<file path="src/rtl/imu_motion_segment_integrator_core_macros.svh">
// assertion macros for the imu motion segment integrator
`ifndef IMU_MOTION_SEGMENT_INTEGRATOR_CORE_MACROS_SVH
`define IMU_MOTION_SEGMENT_INTEGRATOR_CORE_MACROS_SVH
`ifndef SYNTH
`define IMSI_ASSERT_IMP(label, ante, cons) \
  label: assert property (@(posedge clk_i) disable iff (!rst_ni) (ante) |-> (cons)) \
    else $error("imsi assertion failed");
`define IMSI_ASSERT_NXT(label, ante, cons) \
  label: assert property (@(posedge clk_i) disable iff (!rst_ni) (ante) |=> (cons)) \
    else $error("imsi assertion failed");
`else
`define IMSI_ASSERT_IMP(label, ante, cons)
`define IMSI_ASSERT_NXT(label, ante, cons)
`endif
`endif

</file>
<file path="src/rtl/imsi_pkg.sv">
// shared types and constants of the imu motion segment integrator
`timescale 1ns / 1ps
package imsi_pkg;
  localparam int NCh          = 6;
  localparam int NAccel       = 3;
  localparam int ChW          = 3;
  localparam int ChZ          = 2;
  localparam int ChPitch      = 3;
  localparam int ChRoll       = 4;
  localparam int MulW         = 26;
  localparam int ProdW        = 2 * MulW;
  localparam int WindowLenDef = 16;
  localparam int CfgIdxW      = 3;
  localparam int CfgDataW     = 32;

  typedef enum logic [CfgIdxW-1:0] {
    CFG_ACC_THR       = 3'd0,
    CFG_PITCH_THR     = 3'd1,
    CFG_ROLL_THR      = 3'd2,
    CFG_YAW_THR       = 3'd3,
    CFG_GRAVITY_DT    = 3'd4,
    CFG_SAMPLE_PERIOD = 3'd5,
    CFG_Z_OFFSET      = 3'd6
  } cfg_reg_e;

  typedef struct packed {
    logic [30:0]        thr_acc;
    logic [30:0]        thr_pitch;
    logic [30:0]        thr_roll;
    logic [30:0]        thr_yaw;
    logic [23:0]        gravity_dt;
    logic [23:0]        sample_period;
    logic signed [15:0] z_offset;
  } cfg_t;

  typedef struct packed {
    logic [NCh-1:0][15:0] ch;
    logic [31:0]          ts;
  } sample_t;

  typedef struct packed {
    logic    valid;
    sample_t data;
  } queue_head_t;

  typedef enum logic [3:0] {
    ST_IDLE, ST_RD, ST_SQO, ST_SQN, ST_ACC, ST_VMUL, ST_VCMP, ST_DEC,
    ST_IRD, ST_IM1, ST_IV, ST_IM2, ST_IM3, ST_ID, ST_EMIT
  } back_st_e;
endpackage

</file>
<file path="src/rtl/imsi_front.sv">
// front end: sample intake, gravity offset on z and a two-entry queue
`timescale 1ns / 1ps
module imsi_front (
  input  logic                      clk_i,
  input  logic                      rst_ni,
  input  imsi_pkg::cfg_t            cfg_i,
  input  logic                      in_valid_i,
  output logic                      in_ready_o,
  input  logic signed [15:0]        accel_x_i,
  input  logic signed [15:0]        accel_y_i,
  input  logic signed [15:0]        accel_z_i,
  input  logic signed [15:0]        pitch_rate_i,
  input  logic signed [15:0]        roll_rate_i,
  input  logic signed [15:0]        yaw_rate_i,
  input  logic [31:0]               timestamp_i,
  input  logic                      pop_i,
  output imsi_pkg::queue_head_t     head_o
);
  logic [1:0]          cnt_q, cnt_d;
  logic                wr_q, rd_q;
  imsi_pkg::sample_t   buf_q [2];
  imsi_pkg::sample_t   smp;
  logic signed [16:0]  zsum;
  logic                push, pop;

  always_comb begin
    zsum = 17'(accel_z_i) + 17'(cfg_i.z_offset);
    smp.ch[0] = accel_x_i;
    smp.ch[1] = accel_y_i;
    if (zsum[16] != zsum[15]) begin
      smp.ch[imsi_pkg::ChZ] = zsum[16] ? 16'h8000 : 16'h7fff;
    end else begin
      smp.ch[imsi_pkg::ChZ] = zsum[15:0];
    end
    smp.ch[imsi_pkg::ChPitch] = pitch_rate_i;
    smp.ch[imsi_pkg::ChRoll]  = roll_rate_i;
    smp.ch[5] = yaw_rate_i;
    smp.ts = timestamp_i;
  end

  assign in_ready_o   = (cnt_q != 2'd2);
  assign push         = in_valid_i & in_ready_o;
  assign pop          = pop_i & head_o.valid;
  assign head_o.valid = (cnt_q != 2'd0);
  assign head_o.data  = buf_q[rd_q];

  always_comb begin
    cnt_d = cnt_q;
    if (push && !pop) begin
      cnt_d = cnt_q + 2'd1;
    end else if (pop && !push) begin
      cnt_d = cnt_q - 2'd1;
    end
  end

  always_ff @(posedge clk_i or negedge rst_ni) begin
    if (!rst_ni) begin
      cnt_q <= 2'd0;
      wr_q  <= 1'b0;
      rd_q  <= 1'b0;
    end else begin
      cnt_q <= cnt_d;
      if (push) wr_q <= ~wr_q;
      if (pop) rd_q <= ~rd_q;
    end
  end

  always_ff @(posedge clk_i) begin
    if (push) buf_q[wr_q] <= smp;
  end
endmodule

</file>
<file path="config.mk">
export PLATFORM = sky130hd
export DESIGN_NAME = imsi_front
export DESIGN_NICKNAME = d
export VERILOG_FILES = /design/src/rtl/imu_motion_segment_integrator_core_macros.svh /design/src/rtl/imsi_pkg.sv /design/src/rtl/imsi_front.sv
export SDC_FILE = /design/constraint.sdc
export NUM_CORES = 1
export LEC_CHECK = 0
export ABC_AREA = 0
export ABC_CLOCK_PERIOD_IN_PS = 7100
export BUFFER_PORTS_ARGS = -buffer_cell sky130_fd_sc_hd__buf_2
export CORE_AREA = 2 2 176 178
export CTS_CLUSTER_DIAMETER = 50
export DETAILED_ROUTE_END_ITERATION = 16
export DIE_AREA = 0 0 178 180
export GPL_ROUTABILITY_DRIVEN = 1
export PLACE_DENSITY = 0.69
export SETUP_SLACK_MARGIN = 0.02
export SYNTH_ARGS = -nofsm -noshare
export SYNTH_HDL_FRONTEND = slang
export SYNTH_SLANG_ARGS = --single-unit
export TNS_END_PERCENT = 30
</file>
<file path="constraint.sdc">
create_clock -name clk_i -period 7.1 [get_ports clk_i]
set_input_delay 1.42 -clock clk_i [delete_from_list [all_inputs] [get_ports clk_i]]
set_output_delay 1.42 -clock clk_i [all_outputs]
set_load 0.05 [all_outputs]
</file>
==> impl_metrics.yaml, run 1 <==
cells_and_area:
  layoutNonFillerInstCount: 1283
  seq_area_um2: 7790
  multiInputGateArea_um2: 2660
  final_cell_area_um2: 13300
  area.growth.synth_to_final_pct: 26.3
  drive_gt1_frac: 0.539
  num-fill-cells: 2724
  fin_util: 0.442
  fin_nets: 1203
global_routing:
  grt_antenna_before_repair: 3
  grt_usage: 0.142
  grt_first_pass_wirelength_um: 35000
  grt_pass1_vias: 6347
  grt_max_degree: 74
  grt_overflow: 0
clock_tree:
  path_clk_slew_ps: 60
  numCtsBuffers: 30
  cts_tree: "built"
  cts_root_buf: "clkbuf_16"
  cts_buffer_depth: 3
  cts_max_level: 1
  insertion_delay_ps: 550
  cts_resized: 0
  clock-sinks: 260
  post_cts.repair.setup_buffers: 0
  cts_hold_buf: 0
status:
  status: "completed"
yosys:
  syn_nets: 911
  synth-edff-count: 256
  ys.flop_type: "edfxtp_1"
  synth_xor_area_frac: 0.0150
  synth_top_family_by_area: "multiplexers"
  synth_cell_type_count: 55
  synth_fa_ha_area_frac: 0.0344
  syn-instance-count: 573
  synth_compound_area_frac: 0.0392
  synthArstFlopShare: 0.0154
  yosysSeqAreaShare: 0.737
  ys_warn_count: 0
  yosys.area_share.simple: 0.0220
  avgSynthCellArea_um2: 18.5
  synthesis.area_um2: 10600
  synthMuxAreaShare: 0.140
  ys_ff_latch: 260
power:
  ir_drop_mv: 0.275
  total_leakage_power_nw: 5.03
  powerDensity_nw_per_um2: 470
sta:
  tightest_slew_ps: 1020
  fmax_ghz: 0.247
  setup-violations-final: 0
  finalCriticalPeriod_ps: 4050
  rsz0062_at_grt: "no"
  fin_setup_tns_ps: 0
  min_period_over_period: 0.571
  finalMaxSlewViolations: 0
  finClkSkew_ps: 10.1
  whs_ps: 502
  hold_viol_final: 0
  relSlewSlack: 0.319
setup_path:
  startpoint: "rd_q"
  end_kind: "primary output"
  cp_max_fo: 73
  r2r_start: "cnt_q[0]"
  start_kind: "register"
  worst-setup-path-type: "reg -> out"
  r2r.worst_path.cells: 3
  required_ps: 5680
  crit_arrival_ps: 2630
hold_path:
  hold_class: "reg -> reg"
  worstHoldStart: "cnt_q[1]"
  min_path_cells: 1
place:
  place_congestion: 0.827
  post-place-cells: 1229
  port_buffers: 277
  placed_area_um2: 12400
  detailed_place_hpwl_um: 16700
route:
  finalWirelength_um: 23900
  drtIter0Drc: 377
  drt_first_pass_iters: 4
  viasPerCell: 4.81
  drcViolationCount: 0
  ant_nets: 0
  vias: 6165
  wire_per_inst_um: 18.6
die:
  coreArea_um2: 30200
  ios: 450
  die_area_um2: 32000
  die_height_um: 180
  rows: 64
  start_util: 0.350
  die_w_um: 178
flow_run:
  max-cap-violations: 0
==> where the power goes <==
group          leakage, nW  internal [mW]  switching (mW)
clock network        0.452          0.847           0.596
logic                 2.16          0.696            1.93
registers             2.42           2.12          0.0912
==> state kept, by name, summed over array words and instances (netlist names) <==
name   cells
cnt_q      2
rd_q       1
wr_q       1
buf_q    256
==> routing by layer <==
layer | up-vias | wire [um] | track usage
met3 | 48 | 2890 | 0.0628
met4 | 2 | 610 | 0.0397
met2 | 278 | 11200 | 0.238
met5 | - | 13 | 0
met1 | 2986 | 9170 | 0.163
li1 | 2851 | - | -
==> placed cells by master (no fill, tap or decap), drive strengths merged, types with 2 or more instances in the layout <==
master,netlist,final
a31oi,3,3
bufinv,0,2
and3,2,2
diode,0,2
ha,17,17
o31ai,2,2
xor2,6,6
mux2i,2,2
a22oi,2,2
o22ai,2,2
buf,9,282
dfrtp,4,4
maj3,12,12
a21o,7,7
edfxtp,256,256
or3,2,2
o211ai,8,8
xnor2,10,10
nand2,14,14
clkinv,0,11
nand3,7,7
a31o,2,2
clkbuf,13,33
inv,10,15
a211oi,2,2
nor2,10,10
mux2,129,129
o21a,2,2
o21ai,11,11
a21oi,13,13
==> cells by family after synthesis <==
| family | Yosys count |
|---|---|
| buffers and inverters | 32 |
| AOI/OAI and AO/OA | 60 |
| DFF | 260 |
| muxes | 131 |
| and+or+nand+nor | 44 |
| adders and majority gates | 30 |
| xor gates and xnor gates | 16 |
==> cell usage after synthesis (3+ instances only) <==
cell,number,area (um^2)
o211ai_1,8,60.1
inv_1,9,33.8
ha_1,17,213
a21oi_1,12,60.1
nor2_1,10,37.5
maj3_1,3,30.0
dfrtp_1,4,100
xnor2_1,9,78.8
nand2_1,14,52.6
a21o_1,7,52.6
clkbuf_1,13,48.8
edfxtp_1,256,7690
o21ai_0,8,40.0
nand3_1,7,35.0
maj3_2,9,101
mux2_2,128,1440
buf_2,6,30.0
xor2_1,6,52.6
==> final cells by class <==
class | count | share of cell area
antenna | 2 | 0.000375
clock buffer | 33 | 0.0571
clock inverter | 19 | 0.0128
inverter | 10 | 0.00281
multi-input combinational | 281 | 0.199
sequential | 260 | 0.584
tap | 396 | 0.0371
timing repair buffer | 282 | 0.107
==> final timing paths <==
check                                end  slack, ps
max reg2reg                buf_q[1][112]       4360
min reg2reg                     cnt_q[1]        500
min in group asynchronous           rd_q        670
min                             cnt_q[1]        500
max                           head_o[32]       3050
max in group asynchronous           rd_q       6290
==> critical path, cell delays in order, from the launching register on <==
cell	delay (ps)
dfrtp_4	570
buf_4	770
mux2_2	450
buf_2	220
==> metrics by stage <==
step / setup slack, ps / total power, mW
after floorplan: 1790 / 4.30
after global placement: 3040 / 4.87
after detailed placement: 3010 / 4.91
after CTS: 2990 / 6.37
after global routing: 2900 / 6.56
final: 3050 / 6.28
Power figures use the tool's default switching activity.
==> run 2, diff against run 1 <==
- ABC_AREA: 0 -> 1
- ABC_CLOCK_PERIOD_IN_PS: 7100 -> 4000
- CORE_AREA: 2 2 176 178 -> 2 2 175 177
- DIE_AREA: 0 0 178 180 -> 0 0 177 179
- clock period: 7.1 -> 4 ns (I/O delays scaled with it)
==> impl_metrics.yaml, run 2 <==
clock_tree:
  clock-sinks: 260
  numCtsBuffers: 30
  cts_root_buf: "clkbuf_16"
  cts_max_level: 1
  cts_resized: 0
  path_clk_slew_ps: 60
  post_cts.repair.setup_buffers: 0
  cts_buffer_depth: 3
  insertion_delay_ps: 540
  cts_hold_buf: 0
  cts_tree: "built"
yosys:
  yosys.area.top_type_share: 0.735
  ys.flop_type: "edfxtp_1"
  ys_warn_count: 0
  syn-instance-count: 885
  avgSynthCellArea_um2: 11.8
  syn_nets: 1223
  yosys-top-cells-area: "edfxtp_1 (74%), nand2_1 (17%), ha_1 (2.0%)"
  ys_ff_latch: 260
  synthesis.area_um2: 10500
  yosysMostFrequentCell: "nand2_1"
  yosysTopAreaCell: "edfxtp_1"
  netlist_top_cells_count: "nand2_1 (476), edfxtp_1 (256), inv_1 (32)"
  synthArstFlopShare: 0.0154
  synth-edff-count: 256
  synth_cell_type_count: 24
  yosysSeqAreaShare: 0.745
place:
  place_congestion: 0.842
  detailed_place_hpwl_um: 16600
  port_buffers: 277
global_routing:
  grt_pass1_vias: 6924
  grt_first_pass_wirelength_um: 36600
  grt_overflow: 0
  busiest_layer: "met2"
  grt_max_degree: 80
  grt_usage: 0.148
  grtUsageMet1: 0.177
  grtUsageMet2: 0.255
  met3_usage: 0.0471
  grt_antenna_before_repair: 2
sta:
  finalCriticalPeriod_ps: 3520
  finClkSkew_ps: 19.7
  relSlewSlack: 0.508
  finalMaxSlewViolations: 0
  hold_viol_final: 0
  fin_setup_tns_ps: 0
  whs_ps: 44.8
  min_period_over_period: 0.879
  setup-violations-final: 0
  fmax_ghz: 0.284
  tightest_slew_ps: 738
  rsz0062_at_grt: "no"
cells_and_area:
  drive_gt1_frac: 0.287
  fin_nets: 1510
  final_common_cell: "nand2_1"
  largestRegisters: "buf_q x256, cnt_q x2"
  regMostFlops: "buf_q"
  fin_util: 0.446
  layout_common_cells: "nand2_1 (476), buf_2 (277), edfxtp_1 (256)"
  largest_reg_flops: 256
  area.growth.synth_to_final_pct: 28.0
  num-fill-cells: 2801
setup_path:
  required_ps: 3200
  worst-setup-path-type: "reg -> out"
  r2r_slack_ps: 2150
  start_kind: "register"
  r2r_start: "cnt_q[0]"
  cp_max_fo: 52
  crit_arrival_ps: 2720
  end_kind: "primary output"
  startpoint: "rd_q"
power:
  ir_drop_mv: 0.476
  p_total_mw: 12.0
  total_leakage_power_nw: 5.95
  powerDensity_nw_per_um2: 898
route:
  finalWirelength_um: 24600
  drcViolationCount: 0
  drtIter0Drc: 389
  vias: 7109
  viasPerCell: 4.47
  wire_per_inst_um: 15.5
  ant_nets: 0
  drt_first_pass_iters: 5
die:
  rows: 64
  die_w_um: 177
  start_util: 0.348
  die_height_um: 179
  die_area_um2: 31700
  ios: 450
  coreArea_um2: 30000
hold_path:
  hold_class: "in -> async"
status:
  status: "completed"
flow_run:
  max-cap-violations: 0
-- run 2: final cells by class --
cell class | instances | area (um^2) | area share
Tap cell | 396 | 495 | 0.0370
Antenna cell | 1 | 2.50 | 0.000187
Inverter | 32 | 123 | 0.00916
Clock inverter | 21 | 267 | 0.0199
Timing Repair Buffer | 285 | 1480 | 0.111
Clock buffer | 33 | 783 | 0.0585
Sequential cell | 260 | 7790 | 0.582
Multi-Input combinational cell | 563 | 2440 | 0.182
-- run 2: layer usage --
| layer | vias up | wire [um] |
|---|---|---|
| met4 | 4 | 719 |
| met2 | 273 | 11800 |
| met1 | 3268 | 9600 |
| met5 | - | 26 |
| met3 | 48 | 2430 |
| li1 | 3516 | - |
-- run 2: cells by family (layout without fill, tap and decap cells) --
kind of cell               after synthesis  count (layout)  synth area share
other                                    0               1                 0
buffers and inverters                   62             371            0.0233
xor gates and xnor gates                13              13            0.0109
DFF                                    260             260             0.745
adders and majority gates               18              18            0.0223
and+or+nand+nor                        515             515             0.190
AOI/OAI and AO/OA                       17              17           0.00886
-- run 2: power by group --
group | leakage (nW) | internal [mW] | switching (mW)
clock | 0.510 | 1.75 | 1.07
combinational | 3.02 | 0.988 | 4.23
sequential | 2.42 | 3.75 | 0.223
total | 5.95 | 6.49 | 5.53
-- run 2: metrics by stage --
stage / worst slack, ps / instance area, um^2 / cells
3_3_place_gp: 977 / 12300 / 1536
4_1_cts: 400 / 13400 / 1590
6_report: 483 / 13400 / 1591
3_5_place_dp: 999 / 12300 / 1536
2_1_floorplan: -779 / 10500 / 885
5_1_grt: 313 / 13400 / 1590
-- run 2: worst paths after layout --
path                       cells after the start            to
max                                            5    head_o[15]
min                                            1          rd_q
max reg2reg                                    5  buf_q[0][67]
min reg2reg                                    1      cnt_q[0]
max in group asynchronous                      1          rd_q
min in group clk_i                             1  buf_q[1][27]
-- run 2: critical path: stages (launching register included) --
cell and delay [ps]:
dfrtp_4 720, inv_4 530, buf_4 430, nand2_1 90
nand2_1 90, buf_2 260
==> run 3, diff against run 2 <==
- REMOVE_ABC_BUFFERS: not set -> 1
==> impl_metrics.yaml, run 3 (synthesis results as in run 2) <==
status:
  status: "completed"
place:
  place_congestion: 0.867
  detailed_place_hpwl_um: 16300
  port_buffers: 277
route:
  drcViolationCount: 0
  vias: 7160
  finalWirelength_um: 23800
  wl_met3_um: 2490
  wire_per_inst_um: 14.9
  dr_wl_met2_um: 11100
  drt_first_pass_iters: 4
  top_layer: "met5"
  ant_nets: 0
  viasPerCell: 4.48
  drtIter0Drc: 405
  drt-met1-wl_um: 9710
sta:
  rsz0062_at_grt: "no"
  fmax_ghz: 0.286
  finalMaxSlewViolations: 0
  relSlewSlack: 0.507
  setup-violations-final: 0
  hold_viol_final: 0
  tightest_slew_ps: 740
  finalCriticalPeriod_ps: 3500
  min_period_over_period: 0.875
  finClkSkew_ps: 17.2
  fin_setup_tns_ps: 0
setup_path:
  r2r.worst_path.cells: 5
  required_ps: 3200
  worst-path-buf-inv: 3
  path_delay_family: "buffers and inverters"
  worst-setup-path-type: "reg -> out"
  crit_arrival_ps: 2700
  cp_max_fo: 62
  end_kind: "primary output"
  crit_path_top_delay_cell: "dfrtp_4"
  crit_cells: 5
  crit_chain: "inv_4 > buf_4 > nand2_1 > nand2_1 > buf_2"
  start_kind: "register"
  cp_common_cell: "nand2_1"
  critPathMaxStageDelay_ps: 680
cells_and_area:
  fin_nets: 1513
  final_common_cell: "nand2_1"
  fin_util: 0.444
  drive_gt1_frac: 0.289
  largestRegisters: "buf_q x256, cnt_q x2"
  num-fill-cells: 2797
  area.growth.synth_to_final_pct: 27.4
  layout_common_cells: "nand2_1 (476), buf_2 (277), edfxtp_1 (256)"
  largest_reg_flops: 256
  regMostFlops: "buf_q"
flow_run:
  max-cap-violations: 0
global_routing:
  grt_usage: 0.144
  grt_first_pass_wirelength_um: 36000
  grt_max_degree: 76
  grt_antenna_before_repair: 5
  grt_pass1_vias: 6891
  grt_overflow: 0
clock_tree:
  numCtsBuffers: 30
  cts_buffer_depth: 3
  cts_resized: 0
  clock-sinks: 260
  cts_tree: "built"
  cts_hold_buf: 0
  cts_root_buf: "clkbuf_16"
  post_cts.repair.setup_buffers: 0
  insertion_delay_ps: 550
  path_clk_slew_ps: 60
  cts_max_level: 1
die:
  coreArea_um2: 30000
  start_util: 0.348
  die_height_um: 179
  die_area_um2: 31700
  die_w_um: 177
  rows: 64
  ios: 450
power:
  p_comb_frac: 0.442
  power.share.switching: 0.468
  seq_power_share: 0.336
  pwr-share-clk: 0.223
  total_leakage_power_nw: 5.93
  p_int_mw: 6.27
  ir_drop_mv: 0.486
  powerDensity_nw_per_um2: 884
  switchingPower_mw: 5.51
hold_path:
  hold_class: "in -> async"
[run 3: changes by cell type in the layout (fill, tap and decap cells not counted), sizes merged]
cell,delta
clkinv,+7
inv,-1
diode,+1
buf,+3
bufinv,-3
clkbuf,-1
[run 3: path summary, 6_finish.rpt]
check                                  start           end  slack (ps)
min in group clk_i              accel_y_i[4]  buf_q[1][52]         430
worst max register to register      cnt_q[0]  buf_q[1][98]        1880
max in group asynchronous             rst_ni          rd_q        3810
worst max-delay path                    rd_q    head_o[32]         500
worst min register to register      cnt_q[0]      cnt_q[0]         500
worst min-delay path                  rst_ni      cnt_q[1]          50
[run 3: area by class of cell]
class                           instances  area [um^2]  share of cell area
Antenna cell                            2         5.00            0.000376
Sequential cell                       260         7790               0.585
Clock inverter                         24          216              0.0163
Inverter                               32          123             0.00921
Timing Repair Buffer                  288         1490               0.112
Multi-Input combinational cell        563         2440               0.183
Tap cell                              396          495              0.0372
Clock buffer                           32          758              0.0569
[run 3: worst reg2reg max path, cell delays in order, from the launching register on]
cell	delay, ps
dfrtp_1	370
inv_1	90
nand2_1	80
nand2_1	140
nor2_4	440
buf_4	590
[run 3: layer usage]
metal / track usage / vias up
met5: 0 / -
met3: 0.0564 / 44
li1: - / 3538
met1: 0.179 / 3313
met2: 0.237 / 259
met4: 0.0379 / 6
[run 3: power groups by stage]
stage	logic, mW	clock network [mW]	registers (mW)
6_report	5.20	2.62	3.95
5_1_grt	5.58	2.82	4.01
4_1_cts	5.29	2.70	3.96
3_5_place_dp	5.28	0	4.02
3_3_place_gp	5.25	0	3.99
2_1_floorplan	3.82	0	4.17
[run 3: through the flow]
step	instances	hold slack, ps	total power [mW]	setup WS, ps	area [um^2]
after CTS	1595	27.4	11.9	396	13300
after floorplan	855	446	7.98	-2920	10300
after detailed placement	1539	481	9.30	967	12300
final	1597	54.4	11.8	501	13300
after global placement	1539	462	9.24	998	12300
after global routing	1596	22.9	12.4	293	13300
